[config.mk]
export PLATFORM = sky130hd
export DESIGN_NAME = sensor_hysteresis_trigger_core
export DESIGN_NICKNAME = d
export VERILOG_FILES = /design/src/rtl/sht_pkg.sv /design/src/rtl/sht_eval.sv /design/src/rtl/sensor_hysteresis_trigger_core.sv
export SDC_FILE = /design/constraint.sdc
export NUM_CORES = 2
export LEC_CHECK = 0
export BUFFER_PORTS_ARGS = -buffer_cell sky130_fd_sc_hd__buf_2
export CORE_UTILIZATION = 60
export CTS_BUF_LIST = sky130_fd_sc_hd__clkbuf_8
export CTS_CLUSTER_SIZE = 10
export DETAILED_ROUTE_END_ITERATION = 10
export GPL_TIMING_DRIVEN = 0
export MAX_ROUTING_LAYER = met4
export PLACE_DENSITY = 0.77
export SLEW_MARGIN = 10
export SYNTH_ARGS = -nofsm -noshare
export SYNTH_HDL_FRONTEND = slang
export SYNTH_SLANG_ARGS = --single-unit
[constraint.sdc]
create_clock -name clock -period 32.9 [get_ports clock]
set_input_delay 4.935 -clock clock [delete_from_list [all_inputs] [get_ports clock]]
set_output_delay 4.935 -clock clock [all_outputs]
set_load 0.05 [all_outputs]
[src/rtl/sht_pkg.sv]
// ----------------------------------------------------------------------------
// sht_pkg
// Shared types and constants for the sensor hysteresis trigger core.
// ----------------------------------------------------------------------------
`default_nettype none

package sht_pkg;

   localparam int RELAYS       = 4;
   localparam int SENSOR_KINDS = 4;
   localparam int VALUE_BITS   = 32;

   localparam int SLOT_COUNT = RELAYS * SENSOR_KINDS;
   localparam int SLOT_BITS  = (SLOT_COUNT > 1) ? $clog2(SLOT_COUNT) : 1;
   localparam int CMP_BITS   = VALUE_BITS + 2;
   localparam int FRAC_BITS  = 16;

   localparam logic FUNC_SAMPLE = 1'b0;
   localparam logic FUNC_WRITE  = 1'b1;

   localparam logic [1:0] MODE_UNKNOWN = 2'd0;
   localparam logic [1:0] MODE_BELOW   = 2'd1;
   localparam logic [1:0] MODE_ABOVE   = 2'd2;
   localparam logic [1:0] MODE_OUTSIDE = 2'd3;

   typedef struct packed {
      logic                  enabled;
      logic [1:0]            mode;
      logic                  turns_off;
      logic [VALUE_BITS-1:0] low;
      logic [VALUE_BITS-1:0] high;
      logic [VALUE_BITS-1:0] band;
   } rule_type;

   typedef struct packed {
      logic triggered;
      logic turn_on;
      logic latch_we;
      logic latch_val;
   } eval_type;

endpackage : sht_pkg

`default_nettype wire

[src/rtl/sht_eval.sv]
// ----------------------------------------------------------------------------
// sht_eval
// Evaluates one sample against a rule with hysteresis and the slot latch.
// ----------------------------------------------------------------------------
`default_nettype none

module sht_eval import sht_pkg::*; (
   input  logic [VALUE_BITS-1:0] sample,
   input  rule_type              rule,
   input  logic                  rule_live,
   input  logic                  latch,
   output eval_type              result
);

   logic signed [CMP_BITS-1:0] s_x;
   logic signed [CMP_BITS-1:0] lo_x;
   logic signed [CMP_BITS-1:0] hi_x;
   logic signed [CMP_BITS-1:0] band_x;
   logic signed [CMP_BITS-1:0] h_x;
   logic signed [CMP_BITS-1:0] lo_m;
   logic signed [CMP_BITS-1:0] lo_p;
   logic signed [CMP_BITS-1:0] hi_m;
   logic signed [CMP_BITS-1:0] hi_p;
   logic                       band_pos;
   logic                       active;

   assign s_x    = $signed({{2{sample[VALUE_BITS-1]}}, sample});
   assign lo_x   = $signed({{2{rule.low[VALUE_BITS-1]}}, rule.low});
   assign hi_x   = $signed({{2{rule.high[VALUE_BITS-1]}}, rule.high});
   assign band_x = $signed({{2{rule.band[VALUE_BITS-1]}}, rule.band});

   // non-positive band means one unit
   assign band_pos = !rule.band[VALUE_BITS-1] && (|rule.band);
   assign h_x      = band_pos ? band_x : $signed(CMP_BITS'(1) << FRAC_BITS);

   assign lo_m = lo_x - h_x;
   assign lo_p = lo_x + h_x;
   assign hi_m = hi_x - h_x;
   assign hi_p = hi_x + h_x;

   always_comb begin
      active = 1'b0;
      unique case (rule.mode)
         MODE_BELOW: begin
            if (s_x < lo_m)      active = 1'b1;
            else if (s_x > lo_p) active = 1'b0;
            else                 active = latch;
         end
         MODE_ABOVE: begin
            if (s_x > hi_p)      active = 1'b1;
            else if (s_x < hi_m) active = 1'b0;
            else                 active = latch;
         end
         MODE_OUTSIDE: begin
            if (s_x < lo_m || s_x > hi_p)        active = 1'b1;
            else if (s_x >= lo_p && s_x <= hi_m) active = 1'b0;
            else                                 active = latch;
         end
         default: begin
            active = 1'b0;
         end
      endcase
   end

   assign result.triggered = rule_live && active;
   assign result.turn_on   = rule_live && active && !rule.turns_off;
   assign result.latch_we  = rule_live;
   assign result.latch_val = active;

endmodule : sht_eval

`default_nettype wire

[src/rtl/sensor_hysteresis_trigger_core.sv]
// A sample transaction is registered into the s1 stage, then into the output register.
// One transaction per cycle while req_stall is low; writes and samples may alternate freely.
// The rule table sits in a one-port-read, one-port-write synchronous RAM.
// Reset clears the per-slot written bits and hysteresis latches at once;
// no clearing pass, the block accepts transactions the cycle after reset.
// ----------------------------------------------------------------------------
// sensor_hysteresis_trigger_core
// Per-relay, per-sensor-kind threshold comparator with hysteresis latches.
// ----------------------------------------------------------------------------
`default_nettype none

module sensor_hysteresis_trigger_core import sht_pkg::*; (
   input  logic                  clock,
   input  logic                  reset,
   input  logic                  req_valid,
   output logic                  req_stall,
   input  logic                  req_func,
   input  logic [1:0]            req_relay,
   input  logic [1:0]            req_sensor_kind,
   input  logic [VALUE_BITS-1:0] req_sample,
   input  logic                  req_rule_enabled,
   input  logic [1:0]            req_rule_mode,
   input  logic                  req_rule_turns_off,
   input  logic [VALUE_BITS-1:0] req_rule_low,
   input  logic [VALUE_BITS-1:0] req_rule_high,
   input  logic [VALUE_BITS-1:0] req_rule_band,
   output logic                  rsp_valid,
   input  logic                  rsp_stall,
   output logic                  rsp_triggered,
   output logic                  rsp_turn_on
);

   rule_type                rule_mem [SLOT_COUNT];
   rule_type                rd_rule_ff;
   logic [SLOT_COUNT-1:0]   written_ff;
   logic [SLOT_COUNT-1:0]   latch_ff;
   logic [SLOT_COUNT-1:0]   latch_in;

   logic                    s1_valid_ff;
   logic                    s1_valid_in;
   logic                    s1_live_ff;
   logic [SLOT_BITS-1:0]    s1_addr_ff;
   logic [VALUE_BITS-1:0]   s1_sample_ff;

   logic                    out_valid_ff;
   logic                    out_valid_in;
   logic                    out_trig_ff;
   logic                    out_on_ff;

   logic                    accept;
   logic                    accept_wr;
   logic                    accept_rd;
   logic                    in_range;
   logic [SLOT_BITS-1:0]    addr;
   logic                    advance;
   rule_type                wr_rule;
   eval_type                eval;

   assign in_range = (32'(req_relay) < RELAYS) && (32'(req_sensor_kind) < SENSOR_KINDS);
   assign addr     = SLOT_BITS'(32'(req_relay) * SENSOR_KINDS + 32'(req_sensor_kind));

   assign advance   = s1_valid_ff && (!out_valid_ff || !rsp_stall);
   assign req_stall = s1_valid_ff && !advance;
   assign accept    = req_valid && !req_stall;
   assign accept_wr = accept && (req_func == FUNC_WRITE);
   assign accept_rd = accept && (req_func == FUNC_SAMPLE);

   assign wr_rule.enabled   = req_rule_enabled;
   assign wr_rule.mode      = req_rule_mode;
   assign wr_rule.turns_off = req_rule_turns_off;
   assign wr_rule.low       = req_rule_low;
   assign wr_rule.high      = req_rule_high;
   assign wr_rule.band      = req_rule_band;

   // rule RAM: write on a rule transaction, registered read on a sample
   always_ff @(posedge clock) begin
      if (accept_wr && in_range) begin
         rule_mem[addr] <= wr_rule;
      end
   end

   always_ff @(posedge clock) begin
      if (accept_rd) begin
         rd_rule_ff <= rule_mem[addr];
      end
   end

   always_ff @(posedge clock) begin
      if (reset) begin
         written_ff <= '0;
      end else if (accept_wr && in_range) begin
         written_ff[addr] <= 1'b1;
      end
   end

   always_ff @(posedge clock) begin
      if (accept_rd) begin
         s1_live_ff   <= in_range && written_ff[addr];
         s1_addr_ff   <= addr;
         s1_sample_ff <= req_sample;
      end
   end

   sht_eval u_eval (
      .sample    (s1_sample_ff),
      .rule      (rd_rule_ff),
      .rule_live (s1_live_ff && rd_rule_ff.enabled),
      .latch     (latch_ff[s1_addr_ff]),
      .result    (eval)
   );

   always_comb begin
      latch_in = latch_ff;
      if (advance && eval.latch_we) begin
         latch_in[s1_addr_ff] = eval.latch_val;
      end
   end

   assign s1_valid_in  = accept_rd ? 1'b1 : (s1_valid_ff && !advance);
   assign out_valid_in = advance ? 1'b1 : (out_valid_ff && rsp_stall);

   always_ff @(posedge clock) begin
      if (reset) begin
         latch_ff     <= '0;
         s1_valid_ff  <= 1'b0;
         out_valid_ff <= 1'b0;
      end else begin
         latch_ff     <= latch_in;
         s1_valid_ff  <= s1_valid_in;
         out_valid_ff <= out_valid_in;
      end
   end

   always_ff @(posedge clock) begin
      if (advance) begin
         out_trig_ff <= eval.triggered;
         out_on_ff   <= eval.turn_on;
      end
   end

   assign rsp_valid     = out_valid_ff;
   assign rsp_triggered = out_trig_ff;
   assign rsp_turn_on   = out_on_ff;

`ifndef SYNTH
   a_wr_no_rsp : assert property (@(posedge clock) disable iff (reset)
      accept_wr |=> !s1_valid_ff)
      else $error("rule write entered the response path");

   a_rd_enters : assert property (@(posedge clock) disable iff (reset)
      accept_rd |=> s1_valid_ff)
      else $error("sample transaction lost before evaluation");

   a_on_trig : assert property (@(posedge clock) disable iff (reset)
      rsp_valid |-> (!rsp_turn_on || rsp_triggered))
      else $error("turn_on without trigger");

   a_latch_hold : assert property (@(posedge clock) disable iff (reset)
      !advance |=> $stable(latch_ff))
      else $error("latch changed without an evaluation");

   a_no_overrun : assert property (@(posedge clock) disable iff (reset)
      (out_valid_ff && rsp_stall && s1_valid_ff) |-> req_stall)
      else $error("pipeline accepted into a full stage");
`endif

endmodule : sensor_hysteresis_trigger_core

`default_nettype wire
==> impl_results.md <==
- Outcome: finished with violations
- Failing checks: DRC
- DP Wirelength: 135000 um
- Number of synthesized flops with an enable pin: 1739
- Max-cap viol count: 0
- Post-Synthesis Cells: 3912
- CTS Buf Count: 291
- Commonest cells after routing, fill and taps aside: edfxtp_1, mux4_2, clkbuf_8
- Vias per cell: 6.58
- CP startpoint kind: input pin
- Top cells by area, synth: edfxtp_1, mux4_2, ha_1
- Die height: 356 um
- Post-CTS Hold Buffers: 0
- Predominant post-synthesis flop cell: edfxtp_1
- Initial antenna violation count: 41
- DRC viols: 18
- Commonest non-fill, non-tap cell in the layout: edfxtp_1
- Worst setup EP type: primary output
- Unrepaired setup endpoints after global routing: false
- Worst hold slack: 478 ps
- CTS tree: built
- Routed Wire Length: 200000 um
- Slew margin rel.: 0.0503
- Worst path cell trace: buf_2 > nand3_1 > inv_1 > buf_2
- # rows: 129
- Vias in the first global route: 41.7k
- Asr flop ratio synth: 0
- GRT Util Overall: 0.323
- Routed via count: 41.8k
- Sequential element share of the synthesized area: 0.703
- Root Buffer: clkbuf_8
- Post-layout min period: 10450 ps
- Nets: 4902
- DR iter-0 viols: 5814
- Worst Path Buf+Inv: 3
- Synth unique cells: 75
- Arr. time, crit path: 5510 ps
- Layout cells sized above 1: 0.252
- Clock Pin Slew Worst Setup and Hold Paths: 60 ps
- Clk sinks: 1773
- Max Root-Sink Buffers: 4
- Yosys top cell by area: edfxtp_1
- Multi-input logic area: 21500 sq um
- Worst vdd ir: 0.0459 mV
- CP required: 27960 ps
- Largest net degree at the start of global routing: 32
- Critical setup path kind: input pin to primary output
- Hold Path Class: flip-flop to flip-flop
- IO Count: 145
- Yosys warning total: 0
- Worst-Margin Slew: 1420 ps
- Post-DRT Antenna Nets: 0
- Router iterations before antenna repair: 9
- H-Tree Depth: 5
- P&R area growth vs syn: 13.5%
- CP max FO: 3
- Worst-Skew Late Latency: 970 ps
- Post-synth top area share: 0.694
- Setup_tns: 0 ps
- Top cell family by delay on the critical path: buffers and inverters
- Critical-path top delay cell: buf_2
- Reg area: 52900 sq um
- Mapped Area: 75300 sq um
- Leak: 28.9 nW
- Clock skew: 87.1 ps
- Post_cts resized: 0
- Reg2Reg Setup Slack: 24500 ps
- Port Buffers: 143
- Final setup violation count: 0
- Initial Util: 0.607
- Grt total ovfl: 0
- Slowest stage delay, CP: 270 ps
- Final worst slack: 22450 ps
- Most used cell, CP: buf_2
- Setup bufs post-CTS: 0
- FILL cells: 7470
- Synthesized flop and latch total: 1773
- Core area: 124000 sq um
- Routed length per placed instance: 31.4 um
- First-pass GRT wire length: 280000 um
- Fmax: 0.0957 GHz
- Final Max Slew Viols: 0
- Die area: 127000 sq um
- Setup WS pre-CTS: 22460 ps
- Pwr/cell area: 54.8 nW/um^2
- Mapped Avg Cell Area: 19.2 sq um
- Final hold violation count: 0
- Placer Congestion: 0.912
- Tcrit/Tclk final: 0.318
- Die width: 356 um
through the flow:
step / instances / instance area [sq um] / power [mW] / utilization
after floorplan: 3914 / 75300 / 2.87 / -
final: 6361 / 85500 / 4.69 / 0.689
after detailed placement: 5832 / 80400 / 3.04 / 0.648
after global routing: 6350 / 85400 / 4.83 / 0.688
after CTS: 6319 / 85400 / 4.69 / 0.688
after global placement: 5694 / 78100 / 3.03 / 0.629
where the power goes:
part           total [mW]  leakage [nW]  internal, mW  switching, mW
Sequential           2.54          16.0          2.52         0.0216
Clock                1.68          2.87         0.849          0.834
Combinational       0.464          10.0         0.184          0.280
Total                4.69          28.9          3.55           1.14
layout make-up:
cell class	count	share of cell area
diodes	42	0.00123
clock buffers	301	0.0485
multi-input cells	1869	0.251
inverters	109	0.00479
repair buffers	281	0.0349
plain buffers	163	0.00741
clock inverters	186	0.00910
well taps	1637	0.0240
flip-flops and latches	1773	0.619
final timing paths:
kind	from	to	cells after the start
worst max-delay path	rsp_stall	req_stall	4
worst min-delay path	written_ff[15]	written_ff[15]	2
worst max register to register	rd_rule_ff[17]	rsp_triggered	28
worst min register to register	written_ff[15]	written_ff[15]	2
sequential cells by signal, indices dropped and copies added (netlist names):
signal	cells
written_ff	16
rd_rule_ff	100
latch_ff	16
s1_live_ff	1
rsp_valid	1
s1_sample_ff	32
rule_mem	1600
s1_addr_ff	4
rsp_turn_on	1
s1_valid_ff	1
rsp_triggered	1
tightest hold or removal path, cell delays in order (launching register included):
cell and delay (ps):
dfxtp_1 330, nor2_1 50, nor2_1 70
per-layer routing:
layer | wire, um | share of wire | GRT usage | vias up
li1 | - | - | - | 17278
met3 | 22200 | 0.11 | 0.0706 | 469
met1 | 73000 | 0.37 | 0.426 | 21282
met2 | 97400 | 0.49 | 0.499 | 2797
met5 | 0 | 0 | - | -
met4 | 7150 | 0.036 | 0.121 | 0
cell usage after synthesis, types with 7 or more instances:
library cell and number:
edfxtp_1 1739, mux4_2 510, ha_1 269, nor2_1 202
a21oi_1 141, clkbuf_1 130, nand2_1 112, inv_1 108
xnor2_1 88, o21ai_0 76, nor3_1 42, a21o_1 38
nand3_1 35, dfxtp_1 34, nand4_1 27, o21bai_1 27
a211oi_1 26, nand2b_1 26, nor2b_1 26, buf_1 23
xor2_1 20, nor4_1 19, a31oi_1 12, o211ai_1 11
o31ai_1 11, o21a_1 10, or3_1 10, buf_2 9
a2111oi_0 8, a211oi_2 8, a221oi_1 8, or2_2 8
a311oi_1 7, and4_1 7
cell families (layout without fill, tap and decap cells):
family,after synthesis,after routing,synth area share
flops,1773,1773,0.703
simple gates,533,533,0.0331
xor+xnor,108,108,0.0126
fa+ha+maj,273,273,0.0458
mux,514,514,0.153
compound gates,437,437,0.0389
buf+inv,272,1040,0.0138
other cells,2,46,0.0000997
No activity file was read; power rests on OpenSTA's default activity.
